`src/rtl/murmur2_hash_stream_core_assert.svh`:
```
// Assertion macros shared by the hash stream core modules.
`ifndef MURMUR2_HASH_STREAM_CORE_ASSERT_SVH
`define MURMUR2_HASH_STREAM_CORE_ASSERT_SVH

// Check a property on every clock edge outside of reset.
`define MHS_ASSERT(lbl, prop, msg) \
    lbl: assert property (@(posedge i_clk) disable iff (!i_rst_n) (prop)) else $error(msg);

// Check a property on every clock edge, reset included.
`define MHS_ASSERT_ALWAYS(lbl, prop, msg) \
    lbl: assert property (@(posedge i_clk) (prop)) else $error(msg);

`endif

```
`src/rtl/mhs_pkg.sv`:
```
// Shared constants and types of the MurmurHash2 stream core.
package mhs_pkg;

    // Hash constants
    localparam logic [31:0] MIX_M = 32'h5bd1_e995;
    localparam int unsigned MIX_R = 24;
    localparam int unsigned FIN_A = 13;
    localparam int unsigned FIN_B = 15;

    // Stream widths
    localparam int unsigned IN_TDATA_W  = 72;
    localparam int unsigned OUT_TDATA_W = 32;

    // Classified chunk passed from the front to the back
    typedef struct packed {
        logic        first;      // start a new string from start_hash
        logic [31:0] start_hash; // seed xor total length
        logic [31:0] word;       // chunk bytes, unused bytes cleared on a short chunk
        logic        full;       // four valid bytes
        logic        nonzero;    // at least one valid byte
        logic        last;       // finalize and emit after this chunk
    } t_cmd;

    // Back sequencer states
    typedef enum logic [1:0] {
        ST_IDLE,
        ST_MIX,
        ST_FINAL
    } t_back_state;

endpackage

```
`src/rtl/mhs_front.sv`:
```
// Front end: seed register, input acceptance and chunk classification.
module mhs_front (
    input  logic                                i_clk,
    input  logic                                i_rst_n,
    input  logic                                i_cfg_wr_en,
    input  logic [31:0]                         i_cfg_wr_data,
    input  logic                                s_axis_tvalid,
    output logic                                s_axis_tready,
    input  logic [mhs_pkg::IN_TDATA_W-1:0]      s_axis_tdata,
    input  logic                                s_axis_tlast,
    input  logic                                s_axis_tuser,
    input  logic                                i_q_full,
    output logic                                o_q_push,
    output mhs_pkg::t_cmd                       o_q_cmd
);

    logic [31:0] r_seed;
    logic [31:0] total_length;
    logic [31:0] chunk_word;
    logic [2:0]  chunk_bytes;
    logic [31:0] short_word;
    logic        is_full;

    // Hold the seed register
    always_ff @(posedge i_clk) begin
        if (!i_rst_n) begin
            r_seed <= '0;
        end else if (i_cfg_wr_en) begin
            r_seed <= i_cfg_wr_data;
        end
    end

    // Unpack the item
    assign total_length = s_axis_tdata[31:0];
    assign chunk_word   = s_axis_tdata[63:32];
    assign chunk_bytes  = s_axis_tdata[66:64];

    // Counts of four and above are a full chunk
    assign is_full = chunk_bytes[2];

    // Drop the unused bytes of a short chunk
    always_comb begin
        unique case (chunk_bytes[1:0])
            2'd0:    short_word = 32'h0000_0000;
            2'd1:    short_word = {24'h00_0000, chunk_word[7:0]};
            2'd2:    short_word = {16'h0000, chunk_word[15:0]};
            2'd3:    short_word = {8'h00, chunk_word[23:0]};
            default: short_word = 32'h0000_0000;
        endcase
    end

    // Classify and push into the queue
    assign s_axis_tready      = !i_q_full;
    assign o_q_push           = s_axis_tvalid && !i_q_full;
    assign o_q_cmd.first      = s_axis_tuser;
    assign o_q_cmd.start_hash = r_seed ^ total_length;
    assign o_q_cmd.word       = is_full ? chunk_word : short_word;
    assign o_q_cmd.full       = is_full;
    assign o_q_cmd.nonzero    = is_full || (chunk_bytes[1:0] != 2'd0);
    assign o_q_cmd.last       = s_axis_tlast || !is_full;

endmodule

```
`src/rtl/mhs_queue.sv`:
```
// Small register queue of classified chunks between front and back.
`include "murmur2_hash_stream_core_assert.svh"

module mhs_queue #(
    parameter int DEPTH = 2
) (
    input  logic           i_clk,
    input  logic           i_rst_n,
    input  logic           i_push,
    input  mhs_pkg::t_cmd  i_cmd,
    output logic           o_full,
    input  logic           i_pop,
    output logic           o_valid,
    output mhs_pkg::t_cmd  o_cmd
);

    localparam int PTR_W = $clog2(DEPTH);
    localparam int CNT_W = $clog2(DEPTH + 1);

    mhs_pkg::t_cmd    r_mem [DEPTH];
    logic [PTR_W-1:0] r_wr_ptr;
    logic [PTR_W-1:0] r_rd_ptr;
    logic [CNT_W-1:0] r_count;
    logic [PTR_W-1:0] n_wr_ptr;
    logic [PTR_W-1:0] n_rd_ptr;
    logic [CNT_W-1:0] n_count;
    logic             do_push;
    logic             do_pop;

    assign o_full  = (r_count == CNT_W'(DEPTH));
    assign o_valid = (r_count != '0);
    assign o_cmd   = r_mem[r_rd_ptr];
    assign do_push = i_push && !o_full;
    assign do_pop  = i_pop && o_valid;

    // Advance pointers and count
    always_comb begin
        n_wr_ptr = r_wr_ptr;
        n_rd_ptr = r_rd_ptr;
        n_count  = r_count;
        if (do_push) begin
            n_wr_ptr = (r_wr_ptr == PTR_W'(DEPTH - 1)) ? '0 : r_wr_ptr + 1'b1;
        end
        if (do_pop) begin
            n_rd_ptr = (r_rd_ptr == PTR_W'(DEPTH - 1)) ? '0 : r_rd_ptr + 1'b1;
        end
        if (do_push && !do_pop) begin
            n_count = r_count + 1'b1;
        end else if (do_pop && !do_push) begin
            n_count = r_count - 1'b1;
        end
    end

    always_ff @(posedge i_clk) begin
        if (!i_rst_n) begin
            r_wr_ptr <= '0;
            r_rd_ptr <= '0;
            r_count  <= '0;
        end else begin
            r_wr_ptr <= n_wr_ptr;
            r_rd_ptr <= n_rd_ptr;
            r_count  <= n_count;
        end
    end

    // Store the pushed item
    always_ff @(posedge i_clk) begin
        if (do_push) begin
            r_mem[r_wr_ptr] <= i_cmd;
        end
    end

    `MHS_ASSERT(a_count_bound, r_count <= CNT_W'(DEPTH), "queue count above depth")
    `MHS_ASSERT(a_ptr_gap, (r_count == '0 || r_count == CNT_W'(DEPTH)) |-> r_wr_ptr == r_rd_ptr, "queue pointers disagree with count")

endmodule

```
`src/rtl/mhs_back.sv`:
```
// Back end: chunk mixing, final mix and the output register.
`include "murmur2_hash_stream_core_assert.svh"

module mhs_back (
    input  logic                                i_clk,
    input  logic                                i_rst_n,
    input  logic                                i_q_valid,
    input  mhs_pkg::t_cmd                       i_q_cmd,
    output logic                                o_q_pop,
    output logic                                m_axis_tvalid,
    input  logic                                m_axis_tready,
    output logic [mhs_pkg::OUT_TDATA_W-1:0]     m_axis_tdata
);

    mhs_pkg::t_back_state r_state;
    mhs_pkg::t_back_state n_state;
    logic [31:0] r_hash;
    logic [31:0] n_hash;
    logic [31:0] r_kmul;
    logic [31:0] n_kmul;
    logic [31:0] r_hacc;
    logic [31:0] n_hacc;
    logic        r_full;
    logic        n_full;
    logic        r_last;
    logic        n_last;
    logic        r_out_valid;
    logic        n_out_valid;
    logic [31:0] r_out_data;
    logic [31:0] n_out_data;

    logic [31:0] h_in;
    logic [31:0] h_xor;
    logic [31:0] h_mul;
    logic [31:0] k_shx;
    logic [31:0] k_mul;
    logic [31:0] h_mix;
    logic [31:0] f_shx;
    logic [31:0] f_mul;
    logic        fin_go;

    // Load stage: first multiplies on the chunk and on the hash
    assign h_in  = i_q_cmd.first ? i_q_cmd.start_hash : r_hash;
    assign h_xor = i_q_cmd.full ? h_in : (h_in ^ i_q_cmd.word);
    assign h_mul = h_xor * mhs_pkg::MIX_M;

    // Mix stage: second chunk multiply and merge
    assign k_shx = r_kmul ^ (r_kmul >> mhs_pkg::MIX_R);
    assign k_mul = k_shx * mhs_pkg::MIX_M;
    assign h_mix = r_full ? (r_hacc ^ k_mul) : r_hacc;

    // Final stage
    assign f_shx  = r_hacc ^ (r_hacc >> mhs_pkg::FIN_A);
    assign f_mul  = f_shx * mhs_pkg::MIX_M;
    assign fin_go = (r_state == mhs_pkg::ST_FINAL) && (!r_out_valid || m_axis_tready);

    // Sequence one item at a time
    always_comb begin
        n_state     = r_state;
        n_hash      = r_hash;
        n_kmul      = r_kmul;
        n_hacc      = r_hacc;
        n_full      = r_full;
        n_last      = r_last;
        n_out_valid = r_out_valid;
        n_out_data  = r_out_data;
        o_q_pop     = 1'b0;

        if (r_out_valid && m_axis_tready) begin
            n_out_valid = 1'b0;
        end

        unique case (r_state)
            mhs_pkg::ST_IDLE: begin
                if (i_q_valid) begin
                    o_q_pop = 1'b1;
                    n_kmul  = i_q_cmd.word * mhs_pkg::MIX_M;
                    n_hacc  = i_q_cmd.nonzero ? h_mul : h_in;
                    n_full  = i_q_cmd.full;
                    n_last  = i_q_cmd.last;
                    n_state = mhs_pkg::ST_MIX;
                end
            end
            mhs_pkg::ST_MIX: begin
                if (r_last) begin
                    n_hacc  = h_mix;
                    n_state = mhs_pkg::ST_FINAL;
                end else begin
                    n_hash  = h_mix;
                    n_state = mhs_pkg::ST_IDLE;
                end
            end
            mhs_pkg::ST_FINAL: begin
                if (fin_go) begin
                    n_out_data  = f_mul ^ (f_mul >> mhs_pkg::FIN_B);
                    n_out_valid = 1'b1;
                    n_hash      = '0;
                    n_state     = mhs_pkg::ST_IDLE;
                end
            end
            default: begin
                n_state = mhs_pkg::ST_IDLE;
            end
        endcase
    end

    // Control state
    always_ff @(posedge i_clk) begin
        if (!i_rst_n) begin
            r_state     <= mhs_pkg::ST_IDLE;
            r_hash      <= '0;
            r_out_valid <= 1'b0;
        end else begin
            r_state     <= n_state;
            r_hash      <= n_hash;
            r_out_valid <= n_out_valid;
        end
    end

    // Datapath registers
    always_ff @(posedge i_clk) begin
        r_kmul     <= n_kmul;
        r_hacc     <= n_hacc;
        r_full     <= n_full;
        r_last     <= n_last;
        r_out_data <= n_out_data;
    end

    assign m_axis_tvalid = r_out_valid;
    assign m_axis_tdata  = r_out_data;

    `MHS_ASSERT(a_final_holds, (r_state == mhs_pkg::ST_FINAL && r_out_valid && !m_axis_tready) |=> r_state == mhs_pkg::ST_FINAL, "final mix left while output stalled")
    `MHS_ASSERT(a_hash_cleared, fin_go |=> (r_hash == '0 && r_out_valid), "hash not cleared after emission")

endmodule

```
`src/rtl/murmur2_hash_stream_core.sv`:
```
// A last chunk goes through the queue and the IDLE, MIX and FINAL states of the back
// sequencer, which registers its hash onto m_axis. The back takes one chunk at a time:
// IDLE then MIX, plus FINAL to close a string, due to the dependent 32-bit hash multiply.
// The front keeps taking items into a QUEUE_DEPTH entry queue while the back works.
// Reset: i_rst_n synchronous, active low; clears the seed to 0, the running hash
// to 0, the queue and the output valid flag.
module murmur2_hash_stream_core #(
    parameter int QUEUE_DEPTH = 2
) (
    input  logic                                i_clk,
    input  logic                                i_rst_n,
    input  logic                                i_cfg_wr_en,
    input  logic [31:0]                         i_cfg_wr_data,
    input  logic                                s_axis_tvalid,
    output logic                                s_axis_tready,
    // total_length[31:0], chunk_word[63:32], chunk_bytes[66:64], zero fill[71:67]
    input  logic [mhs_pkg::IN_TDATA_W-1:0]      s_axis_tdata,
    input  logic                                s_axis_tlast,
    // first_chunk[0]
    input  logic                                s_axis_tuser,
    output logic                                m_axis_tvalid,
    input  logic                                m_axis_tready,
    // hash_value[31:0]
    output logic [mhs_pkg::OUT_TDATA_W-1:0]     m_axis_tdata
);

    logic          q_full;
    logic          q_push;
    logic          q_pop;
    logic          q_valid;
    mhs_pkg::t_cmd q_in_cmd;
    mhs_pkg::t_cmd q_out_cmd;

    mhs_front u_front (
        .i_clk         (i_clk),
        .i_rst_n       (i_rst_n),
        .i_cfg_wr_en   (i_cfg_wr_en),
        .i_cfg_wr_data (i_cfg_wr_data),
        .s_axis_tvalid (s_axis_tvalid),
        .s_axis_tready (s_axis_tready),
        .s_axis_tdata  (s_axis_tdata),
        .s_axis_tlast  (s_axis_tlast),
        .s_axis_tuser  (s_axis_tuser),
        .i_q_full      (q_full),
        .o_q_push      (q_push),
        .o_q_cmd       (q_in_cmd)
    );

    mhs_queue #(
        .DEPTH (QUEUE_DEPTH)
    ) u_queue (
        .i_clk   (i_clk),
        .i_rst_n (i_rst_n),
        .i_push  (q_push),
        .i_cmd   (q_in_cmd),
        .o_full  (q_full),
        .i_pop   (q_pop),
        .o_valid (q_valid),
        .o_cmd   (q_out_cmd)
    );

    mhs_back u_back (
        .i_clk         (i_clk),
        .i_rst_n       (i_rst_n),
        .i_q_valid     (q_valid),
        .i_q_cmd       (q_out_cmd),
        .o_q_pop       (q_pop),
        .m_axis_tvalid (m_axis_tvalid),
        .m_axis_tready (m_axis_tready),
        .m_axis_tdata  (m_axis_tdata)
    );

endmodule

```
`config.mk`:
```
export PLATFORM = sky130hd
export DESIGN_NAME = murmur2_hash_stream_core
export DESIGN_NICKNAME = d
export VERILOG_FILES = /design/src/rtl/mhs_pkg.sv /design/src/rtl/mhs_front.sv /design/src/rtl/mhs_queue.sv /design/src/rtl/mhs_back.sv /design/src/rtl/murmur2_hash_stream_core.sv
export VERILOG_INCLUDE_DIRS = /design/src /design/src/rtl
export SDC_FILE = /design/constraint.sdc
export NUM_CORES = 2
export LEC_CHECK = 0
export ABC_AREA = 1
export BUFFER_PORTS_ARGS = -buffer_cell sky130_fd_sc_hd__buf_2
export CAP_MARGIN = 20
export CORE_MARGIN = 8
export CORE_UTILIZATION = 37
export CTS_CLUSTER_SIZE = 16
export DETAILED_ROUTE_END_ITERATION = 8
export GPL_TIMING_DRIVEN = 1
export PLACE_DENSITY = 0.59
export RECOVER_POWER = 25
export SLEW_MARGIN = 20
export SYNTH_ARGS = -nofsm -noshare
export SYNTH_HDL_FRONTEND = slang
export SYNTH_SLANG_ARGS = --single-unit
```
`constraint.sdc`:
```
create_clock -name i_clk -period 11.1 [get_ports i_clk]
set_input_delay 3.33 -clock i_clk [delete_from_list [all_inputs] [get_ports i_clk]]
set_output_delay 3.33 -clock i_clk [all_outputs]
set_load 0.01 [all_outputs]
```
# ---- Word level (Yosys, flattened, before mapping)
# Memory sizes are Yosys's and may differ from the RTL's. A register that Yosys moved wholly into a read port is not among the register bits.
# Index checks and enable logic that the tools add are counted.
dict set report classes {
  addsub 4
  n_mul 4
  eq_ne 10
  muxes 29
  bitwise_logic 6
  reduce_logical 27
}
# operator n
set ops {}
lappend ops {{$mux 32} 9}
lappend ops {{$mul 32x31->32 const B} 4}
lappend ops {{$pmux 32 s2} 2}
lappend ops {{$pmux 32 s4} 1}
lappend ops {{$xor 32x32->32} 3}
lappend ops {{$xor 32x17->32} 1}
lappend ops {{$xor 32x19->32} 1}
lappend ops {{$xor 32x8->32} 1}
lappend ops {{$mux 1} 11}
lappend ops {{$mux 2} 5}
lappend ops {{$reduce_bool 2->1} 5}
lappend ops {{$eq 2x2->1 const B} 4}
lappend ops {{$logic_and 1x1->1} 7}
lappend ops {{$pmux 2 s3} 1}
lappend ops {{$reduce_and 2->1} 3}
lappend ops {{$reduce_and 3->1} 2}
lappend ops {{$logic_not 1->1} 5}
lappend ops {{$eq 2x1->1 const B} 2}
lappend ops {{$logic_not 2->1} 2}
lappend ops {{$ne 2x1->1 const B} 2}
lappend ops {{$ne 2x2->1 const B} 2}
lappend ops {{$logic_or 1x1->1} 3}
lappend ops {{$add 1x1->1 const B} 2}
lappend ops {{$add 2x1->2 const B} 1}
lappend ops {{$sub 2x1->2 const B} 1}
dict set report totals {
  ff_bits 169
  ramBits 136
  input_bits 111
  out_inout_bits 34
  word_cells 93
  mem_count 1
}
# name depth width rd rd_ports_with_merged_regs write_ports line
set memory_table {}
lappend memory_table {u_queue.r_mem 2 68 1 1 1 mhs_queue.sv:20} ;# mhs_pkg::t_cmd r_mem [DEPTH];

# ---- Logic depth before layout (Yosys ltp)
dict set report logic_depth {
  word_depth 8
  depth_mapped 40
  ltp_nobuf 37
}

# ---- Modules after synthesis
# Synthesis repeated with hierarchy kept, for this count alone.
dict set report unflattened {
  hier_cells 5403
  hier_area_um2 50029.2
}
# module instances cells_per_inst area_each_um2 seq_area_each_um2
set by_module_without_submodules {}
lappend by_module_without_submodules {mhs_back 1 4851 42843.6 3643.5}
lappend by_module_without_submodules {mhs_queue 1 249 5238.8 4184.0}
lappend by_module_without_submodules {mhs_front 1 303 1946.9 640.6}

# ---- Least setup slack after synthesis
# OpenSTA, ideal clock, no wires.
dict set report synth_timing {
  path_kind {register to register}
  from {reg (tool-made name)}
  to {reg u_back.r_hacc[31], data pin}
  setup_ns 0.253
  arrival_ns 7.530
  required_ns 10.847
  slack_ns 3.317
  stages_incl_launch_ff 35
  path_buffers 4
  synth_period_minus_slack_ns 7.783
  path_cell_list {dfxtp_1 > inv_1 > buf_6 > buf_8 > buf_6 > buf_2 > or2_2 > o21ai_0 > nor2_1 > xnor2_1 > inv_1 > fa_1 > inv_1 > ha_1 > inv_1 > fa_1 > fa_1 > inv_1 > fa_1 > fa_1 > fa_1 > inv_1 > fa_1 > inv_1 > ha_1 > nand2_1 > nor3_1 > nand2_1 > or3_1 > nand2_1 > inv_1 > nand3_1 > nand3_1 > nand3_1 > nand2_1}
}
# element line
set synth_rtl {}
lappend synth_rtl {{to (signal assigned)} mhs_back.sv:123} ;# r_hacc <= n_hacc;
lappend synth_rtl {{to (decl)} mhs_back.sv:21} ;# logic [31:0] r_hacc;

==> key figures <==
Status
  – Status: finished with violations
  – Failing checks: capacitance limit, slew limit

Cells and area
  – Sequential cell area: 8468 µm²
  – Share of cells above drive strength 1: 5.375%
  – Highest-count cells in the layout ignoring fill and taps: inv_1, ha_1, fa_1, nand2_1, edfxtp_1
  – # diodes: 0
  – Multi-input gate area: 34,940 µm²
  – Nets: 7,233
  – Cell Count, Final, Fillers Out: 7,349
  – Area growth, synth to finish: 8.460%
  – Filler cell count in the final layout: 13,270
  – Most common cell after layout, fill and taps aside: inv_1

Detailed routing
  – WL final: 135.1 mm
  – DR iter-0 viols: 2,349
  – Via count: 34,900
  – DRC: 0
  – DRT antenna net count: 0
  – Via density: 4.749
  – First-pass DRT Iterations: 5
  – Avg WL per Cell: 18.38 µm

Clock network
  – Post-CTS setup buffers: 0
  – Reg clk slew, reported paths: 0.06 ns
  – CTS H-tree depth: 2
  – Clk_lat worst skew: 0.61 ns
  – Root buffer cell: clkbuf_16
  – CTS Buffer Depth: 3
  – PostCTS Resize Cnt: 0
  – CTS Hold Buffers Added: 0
  – CTS tree: yes
  – Inserted Clock Buffers: 36
  – CTS Sinks: 306

Worst setup path
  – Setup CP Type: flop to flop
  – Crit-path slowest cell: clkbuf_1
  – CP Capture Type: flop
  – CP max FO: 36
  – CP Launch Type: flop
  – Worst path required time: 11.35 ns
  – Slowest Stage Delay on Critical Path: 1.29 ns
  – Crit path DAT: 10.05 ns
  – CP most frequent cell: inv_1

Global routing
  – Gr ovfl total: 0
  – Tot GR Track Use: 18.56%
  – Initial antenna violation count: 2
  – Number of global-route vias before repair: 37,050
  – First-pass GRT wire length: 211.9 mm
  – Pin count of the biggest net entering global routing: 67

Synthesis
  – Syn_nets: 7,069
  – Asr flop ratio synth: 0%
  – Mean Syn Cell Area: 9.205 µm²
  – Synth top area cells: fa_1, ha_1, edfxtp_1, inv_1, nand2_1
  – Cell count after synthesis: 5,390
  – Number of synthesized flops with an enable pin: 234
  – Synth Register Bits: 306
  – Top cell type's share of synthesized area: 28.73%
  – Seq/Total Area, Yosys: 17.07%
  – Synth cell types: 58
  – Yosys top cell by area: fa_1
  – Post-synth top flop: edfxtp_1
  – Cell Area, Synth: 49,620 µm²
  – Yosys warns: 0

STA
  – Skew final: 0.03392 ns
  – Fmax: 102.0 MHz
  – Final period util: 88.34%
  – Slew @ Worst Pin: 2.146 ns
  – Min Tclk post-route: 9.806 ns
  – # setup viols final: 0
  – Slew Limit Fails: 164
  – Final hold violations: 0
  – RSZ-0062 raised after global routing: no
  – Setup tns final: 0 ns
  – Slew margin rel.: -43.05%
  – WHS: 0.4544 ns

Floorplan
  – Placement row count: 134
  – Full die area: 146,100 µm²
  – Boundary pin count: 145
  – Core area: 133,300 µm²
  – Die width: 382.2 µm
  – Starting density of the core: 37.22%
  – Chip Height: 382.2 µm

Place
  – # placed instances: 7,283
  – DP HPWL: 113.8 mm
  – GPL Wtd Cong: 0.9348
  – PortBufs: 139

Worst hold path
  – Min-delay src: u_queue.r_rd_ptr
  – Min-delay worst type: flop to flop

Run
  – Max-cap viol count: 4
## synthesized netlist by cell type (4+ instances only)
cell type,n
nor3_1,17
a211oi_1,4
nand3b_1,7
xor2_1,163
buf_4,5
or2_1,4
edfxtp_1,234
buf_6,7
fa_1,712
dfxtp_1,72
nand2_1,644
a21oi_1,161
or2_2,29
nand3_1,141
clkbuf_1,40
nand2_2,6
o21bai_1,18
xnor2_2,4
o21ai_2,9
a21o_1,10
xnor2_1,125
o21a_1,4
o211ai_1,4
buf_2,5
nand4_1,24
ha_1,856
a31oi_1,16
a31o_2,8
a21boi_0,19
inv_1,1575
o21ai_1,10
buf_1,4
nor4_1,5
o21ai_0,181
nand2_4,5
nor2_1,227
## worst max-delay path: cells and delay by family (launching register included)
kind / cells / cell delay (ns)
buffers and inverters: 9 / 2.13
adder cells (fa/ha/maj): 9 / 3.57
flip-flops: 1 / 0.39
AO/OA/AOI/OAI: 7 / 1.40
XOR/XNOR: 2 / 0.78
AND/OR/NAND/NOR: 9 / 1.16
## logic make-up after synthesis
group	share of synthesized area (%)
buffers and inverters	12.59
adder cells (fa/ha/maj)	50.31
AND/OR/NAND/NOR	9.434
AO/OA/AOI/OAI	5.177
flip-flops	17.07
XOR/XNOR	5.414
## path summary, 6_finish.rpt
check                      end  slack [ns]  depth (start not counted)
min reg2reg   u_queue.r_rd_ptr        0.45                          1
max reg2reg  u_back.r_hacc[28]        1.29                         36
min           u_queue.r_rd_ptr        0.45                          1
max          u_back.r_hacc[28]        1.29                         36
## layer usage
layer	wire [µm]	global-route usage, %	vias to the layer above
li1	-	-	16820
met1	61970	25.36	17030
met2	62960	31.32	874
met3	6301	2.203	182
met4	3833	4.656	0
met5	0	0	-
## sequential cells by signal, summed over array words and instances (netlist names), named ones only
signal                flops
u_queue.r_rd_ptr          1
u_back.r_kmul            32
u_back.r_hacc            32
u_back.m_axis_tvalid      1
u_queue.r_count           2
u_queue.r_wr_ptr          1
u_back.r_full             1
u_front.r_seed           32
u_back.r_last             1
u_queue.r_mem           136
u_back.m_axis_tdata      32
u_back.r_hash            32
u_back.r_state            2
## metrics by stage
stage / utilization (%) / area, µm² / setup WS, ns
after floorplan: - / 49620 / 3.317
after global placement: 39.47 / 52610 / 1.982
after detailed placement: 39.47 / 52610 / 1.905
after CTS: 40.38 / 53830 / 1.872
after global routing: 40.37 / 53810 / 0.7283
final: 40.37 / 53810 / 1.294
## area by class of cell
cell class	count	share of cell area (%)
Clock buffer	48	1.895
Clock inverter	17	0.3743
Inverter	1579	11.01
Multi-Input combinational cell	3443	64.93
Sequential cell	306	15.74
Tap cell	1768	4.111
Timing Repair Buffer	188	1.944
Power is left out: the tool's default activity adds up to more than one toggle a clock period on the data nets, which glitch-free logic cannot reach.
